===== src/design/bows_pkg.sv =====
`timescale 1ns / 1ps

package bows_pkg;

	// table size and bisection depth
	localparam int MAX_BOXES    = 128;
	localparam int IW           = $clog2(MAX_BOXES);
	localparam int CW           = $clog2(MAX_BOXES + 1);
	localparam int BISECT_STEPS = 12;
	localparam int KW           = $clog2(BISECT_STEPS + 1);

	// datapath widths, doubled Q7.8 for distances
	localparam int PW  = 18;   // box position during a move
	localparam int LW  = 17;   // clamp limit
	localparam int QW  = 19;   // per-axis distance term
	localparam int RW  = 19;   // square root result
	localparam int SQW = 2 * RW;
	localparam int DW  = 22;   // signed distance

	// configuration port
	localparam int CFG_IW = 3;
	localparam int CFG_DW = 16;
	localparam logic [CFG_IW-1:0] REG_HALF_MAP_X     = 3'd0;
	localparam logic [CFG_IW-1:0] REG_HALF_MAP_Y     = 3'd1;
	localparam logic [CFG_IW-1:0] REG_TICK_STEP      = 3'd2;
	localparam logic [CFG_IW-1:0] REG_DRONE_RADIUS   = 3'd3;
	localparam logic [CFG_IW-1:0] REG_REFLECT_MARGIN = 3'd4;
	localparam logic [CFG_IW-1:0] REG_REFLECT_ENABLE = 3'd5;
	localparam logic [CFG_IW-1:0] REG_ACTIVE_COUNT   = 3'd6;

	typedef enum logic [1:0] {
		OP_LOAD  = 2'd0,
		OP_TICK  = 2'd1,
		OP_QUERY = 2'd2
	} op_t;

	typedef struct packed {
		logic [1:0]         opcode;
		logic [6:0]         entry_index;
		logic signed [15:0] point_x;
		logic signed [15:0] point_y;
		logic signed [15:0] point_z;
		logic [11:0]        half_width_x;
		logic [11:0]        half_width_y;
		logic signed [15:0] speed_x;
		logic signed [15:0] speed_y;
		logic               moves;
	} in_t;

	typedef struct packed {
		logic signed [15:0] clearance;
		logic               collision;
	} out_t;

	// datapath commands, decoded from the controller state
	typedef enum logic [4:0] {
		CMD_NOP,
		CMD_ACCEPT,
		CMD_LOAD,
		CMD_READ,
		CMD_CAND_ENT,
		CMD_MV_X,
		CMD_MV_Y,
		CMD_CLX,
		CMD_CLY,
		CMD_DQ,
		CMD_SQX,
		CMD_SQY,
		CMD_SQZ,
		CMD_SQA,
		CMD_RT,
		CMD_DIST,
		CMD_QMIN,
		CMD_BV_X,
		CMD_BV_Y,
		CMD_BV_Z,
		CMD_BM_X,
		CMD_BM_Y,
		CMD_BM_C,
		CMD_BUPD,
		CMD_FM_X,
		CMD_FM_Y,
		CMD_FM_C,
		CMD_FCHK,
		CMD_WB,
		CMD_OUT
	} cmd_t;

	typedef struct packed {
		cmd_t          cmd;
		logic [IW-1:0] idx;
	} ctrl_t;

	typedef struct packed {
		logic [CW-1:0] n;
		logic          dyn;
		logic          refl;
		logic          close;
		logic          neg;
		logic          sq_done;
		logic          out_busy;
	} stat_t;

endpackage


===== src/design/bows_ctrl.sv =====
`timescale 1ns / 1ps

// sequencer: walks the table and steps the datapath
module bows_ctrl import bows_pkg::*; (
	input  logic       clk,
	input  logic       arst_n,
	input  logic       in_valid,
	output logic       in_ready,
	input  logic [1:0] opcode,
	input  stat_t      stat,
	output ctrl_t      ctrl
);

	typedef enum logic [5:0] {
		S_IDLE, S_LOAD,
		S_TSEL, S_TRD, S_MVX, S_MVY, S_CLX, S_CLY,
		S_DQ, S_SQX, S_SQY, S_SQZ, S_SQA, S_RT, S_RTW, S_DIST, S_DRET,
		S_QSEL, S_QRD, S_QENT, S_QMIN, S_QOUT,
		S_BVX, S_BVY, S_BVZ, S_BMX, S_BMY, S_BMC, S_BUPD,
		S_FMX, S_FMY, S_FMC, S_FCHK, S_WB
	} state_t;

	typedef enum logic [1:0] {
		PH_QUERY, PH_CHECK, PH_BISECT, PH_FINAL
	} phase_t;

	state_t        state_q;
	phase_t        ph_q;
	logic [CW-1:0] i_q;
	logic [KW-1:0] k_q;

	// command decode
	always_comb begin
		ctrl.idx = i_q[IW-1:0];
		in_ready = (state_q == S_IDLE);
		case (state_q)
			S_IDLE:  ctrl.cmd = in_valid ? CMD_ACCEPT : CMD_NOP;
			S_LOAD:  ctrl.cmd = CMD_LOAD;
			S_TRD:   ctrl.cmd = CMD_READ;
			S_QRD:   ctrl.cmd = CMD_READ;
			S_QENT:  ctrl.cmd = CMD_CAND_ENT;
			S_MVX:   ctrl.cmd = CMD_MV_X;
			S_MVY:   ctrl.cmd = CMD_MV_Y;
			S_CLX:   ctrl.cmd = CMD_CLX;
			S_CLY:   ctrl.cmd = CMD_CLY;
			S_DQ:    ctrl.cmd = CMD_DQ;
			S_SQX:   ctrl.cmd = CMD_SQX;
			S_SQY:   ctrl.cmd = CMD_SQY;
			S_SQZ:   ctrl.cmd = CMD_SQZ;
			S_SQA:   ctrl.cmd = CMD_SQA;
			S_RT:    ctrl.cmd = CMD_RT;
			S_DIST:  ctrl.cmd = CMD_DIST;
			S_QMIN:  ctrl.cmd = CMD_QMIN;
			S_QOUT:  ctrl.cmd = stat.out_busy ? CMD_NOP : CMD_OUT;
			S_BVX:   ctrl.cmd = CMD_BV_X;
			S_BVY:   ctrl.cmd = CMD_BV_Y;
			S_BVZ:   ctrl.cmd = CMD_BV_Z;
			S_BMX:   ctrl.cmd = CMD_BM_X;
			S_BMY:   ctrl.cmd = CMD_BM_Y;
			S_BMC:   ctrl.cmd = CMD_BM_C;
			S_BUPD:  ctrl.cmd = CMD_BUPD;
			S_FMX:   ctrl.cmd = CMD_FM_X;
			S_FMY:   ctrl.cmd = CMD_FM_Y;
			S_FMC:   ctrl.cmd = CMD_FM_C;
			S_FCHK:  ctrl.cmd = CMD_FCHK;
			S_WB:    ctrl.cmd = CMD_WB;
			default: ctrl.cmd = CMD_NOP;
		endcase
	end

	// state, box index, bisection step and return phase
	always_ff @(posedge clk or negedge arst_n) begin
		if (!arst_n) begin
			state_q <= S_IDLE;
			ph_q    <= PH_QUERY;
			i_q     <= '0;
			k_q     <= '0;
		end else begin
			case (state_q)
				S_IDLE: begin
					if (in_valid) begin
						i_q <= '0;
						case (opcode)
							OP_LOAD:  state_q <= S_LOAD;
							OP_TICK:  state_q <= S_TSEL;
							OP_QUERY: state_q <= S_QSEL;
							default:  state_q <= S_IDLE;
						endcase
					end
				end
				S_LOAD: state_q <= S_IDLE;
				// tick walk over dynamic boxes
				S_TSEL: begin
					if (i_q == stat.n)
						state_q <= S_IDLE;
					else if (stat.dyn)
						state_q <= S_TRD;
					else
						i_q <= i_q + 1'b1;
				end
				S_TRD: state_q <= S_MVX;
				S_MVX: state_q <= S_MVY;
				S_MVY: state_q <= S_CLX;
				S_CLX: state_q <= S_CLY;
				S_CLY: begin
					if (stat.refl) begin
						ph_q    <= PH_CHECK;
						state_q <= S_DQ;
					end else begin
						state_q <= S_WB;
					end
				end
				// distance sequence
				S_DQ:  state_q <= S_SQX;
				S_SQX: state_q <= S_SQY;
				S_SQY: state_q <= S_SQZ;
				S_SQZ: state_q <= S_SQA;
				S_SQA: state_q <= S_RT;
				S_RT:  state_q <= S_RTW;
				S_RTW: begin
					if (stat.sq_done)
						state_q <= S_DIST;
				end
				S_DIST: state_q <= S_DRET;
				S_DRET: begin
					case (ph_q)
						PH_QUERY:  state_q <= S_QMIN;
						PH_CHECK:  state_q <= stat.close ? S_BVX : S_WB;
						PH_BISECT: state_q <= S_BUPD;
						PH_FINAL:  state_q <= S_FCHK;
						default:   state_q <= S_IDLE;
					endcase
				end
				// query walk
				S_QSEL: state_q <= (i_q == stat.n) ? S_QOUT : S_QRD;
				S_QRD:  state_q <= S_QENT;
				S_QENT: begin
					ph_q    <= PH_QUERY;
					state_q <= S_DQ;
				end
				S_QMIN: begin
					i_q     <= i_q + 1'b1;
					state_q <= S_QSEL;
				end
				S_QOUT: begin
					if (!stat.out_busy)
						state_q <= S_IDLE;
				end
				// contact search
				S_BVX: state_q <= S_BVY;
				S_BVY: state_q <= S_BVZ;
				S_BVZ: begin
					k_q     <= '0;
					state_q <= S_BMX;
				end
				S_BMX: state_q <= S_BMY;
				S_BMY: state_q <= S_BMC;
				S_BMC: begin
					ph_q    <= PH_BISECT;
					state_q <= S_DQ;
				end
				S_BUPD: begin
					if (k_q == KW'(BISECT_STEPS - 1)) begin
						state_q <= S_FMX;
					end else begin
						k_q     <= k_q + 1'b1;
						state_q <= S_BMX;
					end
				end
				// bounce back and penetration check
				S_FMX: state_q <= S_FMY;
				S_FMY: state_q <= S_FMC;
				S_FMC: begin
					ph_q    <= PH_FINAL;
					state_q <= S_DQ;
				end
				S_FCHK: state_q <= S_WB;
				S_WB: begin
					i_q     <= i_q + 1'b1;
					state_q <= S_TSEL;
				end
				default: state_q <= S_IDLE;
			endcase
		end
	end

endmodule


===== config.mk =====
export PLATFORM = sky130hd
export DESIGN_NAME = bows_ctrl
export DESIGN_NICKNAME = d
export VERILOG_FILES = /design/src/design/bows_pkg.sv /design/src/design/bows_ctrl.sv
export SDC_FILE = /design/constraint.sdc
export NUM_CORES = 1
export LEC_CHECK = 0
export ABC_AREA = 1
export BUFFER_PORTS_ARGS = -buffer_cell sky130_fd_sc_hd__buf_2
export CAP_MARGIN = 20
export CORE_UTILIZATION = 60
export DETAILED_ROUTE_END_ITERATION = 12
export PLACE_DENSITY = 0.84
export SLEW_MARGIN = 20
export SYNTH_ARGS = -nofsm -noshare
export SYNTH_HDL_FRONTEND = slang
export SYNTH_SLANG_ARGS = --single-unit

===== constraint.sdc =====
create_clock -name clk -period 2.5 [get_ports clk]
set_input_delay 0 -clock clk [delete_from_list [all_inputs] [get_ports clk]]
set_output_delay 0 -clock clk [all_outputs]
set_load 0.02 [all_outputs]

* Word-level counts from Yosys, hierarchy flattened
Cells that the tools add are included.
Storage, ports and cells: register bits 20, input bits 19, output and inout port bits 13, logic and storage cells 90
Operators by class: $add $sub $neg 2, equal/unequal tests 48, mux-type cells 23, reduce and logical (&&, ||, !) cells 13
Operators by type and width (number):
- 6-bit case mux with 31 select lines | 1
- 5-bit case mux with 29 select lines | 1
- 6-bit by 5-bit equality test with 1-bit output, second input constant | 16
- 6-bit by 4-bit equality test with 1-bit output, second input constant | 8
- 6-bit two-way mux | 7
- 6-bit by 3-bit equality test with 1-bit output, second input constant | 4
- 8-bit two-way mux | 3
- 6-bit case mux with 4 select lines | 1
- 8-bit case mux with 3 select lines | 1
- 5-bit case mux with 3 select lines | 1
- 2-bit != test, second input constant | 7
- 6-bit by 2-bit equality test with 1-bit output, second input constant | 2
- 6-bit equality test, second input constant | 2
- 8-bit by 1-bit adder with 8-bit output, second input constant | 1
- 8-bit equality test | 1
- 2-bit case mux with 4 select lines | 1
- 4-bit case mux with 2 select lines | 1
- 4-bit AND reduction | 2
- 2-bit equality test, second input constant | 3
- 6-bit by 1-bit equality test with 1-bit output, second input constant | 1
- 6-bit zero test | 1
- 3-bit two-way mux | 2
- 5-bit two-way mux | 1
- 4-bit by 1-bit adder with 4-bit output, second input constant | 1
- 13 further kinds | 17

* Depth between registers and ports, before layout
word-level depth 4, mapped depth 13, depth with buffers taken out 13

* Least setup slack after synthesis
OpenSTA, ideal clock, no wires.
kind flip-flop to flip-flop, start reg state_q[2], end reg i_q[0], setup time 74 ps, arrival 1519 ps, data required time 2426 ps, setup slack 908 ps, stages on the path, launching flop included 11, path buffers 1, period minus slack after synthesis 1592 ps, path through dfrtp_1 -> nor2_4 -> nand2_1 -> nor2_4 -> inv_2 -> nor2_4 -> nor2_4 -> nand2_4 -> buf_6 -> nand2_2 -> o21ai_2
RTL lines:
- from (decl) | line bows_ctrl.sv:27 | state_t state_q;
- from (signal assigned) | line bows_ctrl.sv:128 | PH_CHECK: state_q <= stat.close ? S_BVX : S_WB;
- 6-bit zero test (*)
- named net in_ready | line bows_ctrl.sv:8 | output logic in_ready,
- 2-bit != test (no source line) / 3-bit nonzero test (equally long branches)
- 4-bit AND reduction (no source line)
- to (signal assigned) | line bows_ctrl.sv:99 | i_q <= i_q + 1'b1;
- to (signal assigned) | line bows_ctrl.sv:142 | i_q <= i_q + 1'b1;
- to (signal assigned) | line bows_ctrl.sv:179 | i_q <= i_q + 1'b1;
- to (decl) | line bows_ctrl.sv:29 | logic [CW-1:0] i_q;
Mark *: on every way through the listed nets, which the timed path passes. The rest lies on a longest branch. A chain may end at the register's enable or synchronous reset.

==> flow_metrics.tcl <==
set metrics [dict create \
    overflow 0 \
    vias_per_cell 5.53 \
    cp_slowest_cell "dfrtp_1" \
    crit_chain "inv_1 -> nor2_4 -> nand2_1 -> o21ai_0 -> a31oi_1 -> nand4_1 -> buf_2" \
    timing.final.crit_share 0.847 \
    grt_pass1_vias 2068 \
    sw_frac_of_total 0.558 \
    synth-edff-count 0 \
    drc 0 \
    path_buf_inv 2 \
    slew_headroom 0.554 \
    vias 2247 \
    synth_cell_types 33 \
    finalPower_mw 2.18 \
    track_usage 0.334 \
    cts_root_buf "clkbuf_4" \
    synth_seq_area_share 0.244 \
    clock_tree.htree_level_count 1 \
    numClockSinks 20 \
    numCtsBuffers 3 \
    layout_commonest_cell "nand2_1" \
    wl_per_cell_um 13.5 \
    post-route-min-period_ns 2.12 \
    switching_power_mw 1.22 \
    routed_wl_mm 5.49 \
    dieHeight_um 60.4 \
    start_util 0.650 \
    power_frac_clock 0.132 \
    outcome "complete, no violations" \
    synthFlopType "dfrtp_1" \
    fp.dieArea_sq_mm 0.00365 \
    grt_max_degree 21 \
    crit_fanout 8 \
    synth-seq-cells 20 \
    cpPeakStageDelay_ns 0.52 \
    syn-num-nets 358 \
    whs_ns 0.0150 \
    fin_skew_ns 0.0218 \
    power.density_mw_per_mm2 972 \
    layout_common_cells "nand2_1, inv_1, nand3_1" \
    required_ns 2.50 \
    cts_setup_buffers 0 \
    pwr-share-comb 0.650 \
    drt_pass1_iterations 5 \
    antenna_found_initial 0 \
    cts_tree "done" \
    num_rows 20 \
    synth.avg_cell_area_sq_um 6.08 \
    finalWeightedCongestion 1.12 \
    area_delta_synth_final_pct 9.59 \
    core_sq_mm 0.00315 \
    cts_resized 0 \
    diodes 0 \
    fin_nets 384 \
    grt_pass1_wl_mm 9.10 \
    maxCapViolCount 0 \
    vdd_drop_max_uv 820 \
    drive_above_1_share 0.191 \
    cp.arrival_ns 2.12 \
    die_width_um 60.4 \
    dp_hpwl_mm 4.24 \
    power.leakage_nw 1.31 \
    postSynthCellCount 337 \
    critical_path.top_delay_family "flip-flops" \
    rsz0062_at_grt "false" \
    yosysWarnings 0 \
    syn_area_sq_mm 0.00205 \
    io_pins 32 \
    drt_iter0_drc 189 \
    utilization 0.712 \
    synth-async-reset-ratio 1.00 \
    start_kind "flip-flop" \
    finalSetupTns_ns 0 \
    tightest_slew_ns 0.667 \
    hold_path_class "primary input to flip-flop" \
    clk_latency_ns 0.34 \
    p_seq_frac 0.219 \
    end_kind "output port" \
    max_freq_mhz 472 \
    power.internal_mw 0.964 \
    finalHoldViolCount 0 \
    path_class "flip-flop to output port" \
    clockBufferDepth 2 \
    slew_violations 0 \
    setup_viol 0 \
    port-buffer-count 30 \
    cts.clk_slew.worst_paths_ns 0.15 \
    ant_nets 0 \
    hold_buffers 1 \
]
[cell families after synthesis]
| logic type | count (synthesis) | synth area share |
|---|---|---|
| buffers and inverters | 59 | 0.126 |
| AO/OA/AOI/OAI | 27 | 0.0849 |
| AND/OR/NAND/NOR | 224 | 0.511 |
| flip-flops | 20 | 0.244 |
| XOR/XNOR | 5 | 0.0214 |
| adder cells (fa/ha/maj) | 2 | 0.0122 |
[through the flow]
stage	setup slack (ns)	std cells	instance area, sq um
floorplan	0.908	337	2050
global placement	0.757	401	2180
detailed placement	0.717	401	2180
CTS	0.428	406	2240
global route	0.323	406	2240
finish	0.382	406	2240
[registers in the layout (all words and copies together) (netlist names)]
register / count
state_q: 6
ph_q: 2
i_q: 8
k_q: 4
[worst paths after layout]
path	slack (ns)	startpoint	cells after the start	end
worst max-delay path	0.38	state_q[3]	7	ctrl[9]
worst min-delay path	0.02	stat[0]	3	state_q[0]
worst max register to register	0.65	state_q[4]	10	k_q[3]
worst min register to register	0.55	k_q[1]	2	k_q[1]
max in group asynchronous	2.00	arst_n	2	k_q[3]
min in group asynchronous	0.16	arst_n	2	state_q[1]
[metal layers]
metal,GRT usage,vias up,routed length (um)
li1,-,1120,-
met1,0.457,989,2240
met2,0.532,111,2520
met3,0.0554,27,542
met4,0.123,0,184
met5,0,-,0
[power by group through the flow]
stage | registers (mW) | logic, mW | clock network [mW]
after CTS | 0.476 | 1.40 | 0.285
after global routing | 0.489 | 1.55 | 0.293
after detailed placement | 0.483 | 1.38 | 0
final | 0.477 | 1.42 | 0.287
after global placement | 0.480 | 1.37 | 0
after floorplan | 0.465 | 1.11 | 0
[worst min-delay path, delay by kind of cell]
family | cells | cell delay (ns)
buf+inv | 1 | 0.10
simple gates | 2 | 0.23
[synthesized netlist by cell type (3+ instances only)]
cell type | n | area [sq um]
nor2_4 | 7 | 78.8
inv_1 | 43 | 161
buf_4 | 7 | 52.6
inv_2 | 5 | 18.8
o21ai_0 | 10 | 50.1
nand4_1 | 5 | 31.3
nor3_1 | 13 | 65.1
dfrtp_1 | 20 | 500
nor2_2 | 4 | 25.0
nand3_1 | 36 | 180
a21oi_1 | 4 | 20.0
nand2_1 | 112 | 420
nand2_2 | 4 | 25.0
xnor2_1 | 3 | 26.3
nand3b_1 | 3 | 22.5
o21ai_2 | 8 | 70.1
nor2_1 | 31 | 116
[area by class of cell]
cell class | instances | area [sq um]
Multi-Input combinational cell | 258 | 1290
Fill cell | 304 | 908
Sequential cell | 20 | 500
Inverter | 48 | 180
Timing Repair Buffer | 32 | 168
Tap cell | 44 | 55.1
Clock inverter | 1 | 30.0
Clock buffer | 3 | 22.5
(Power assumes the default switching activity.)
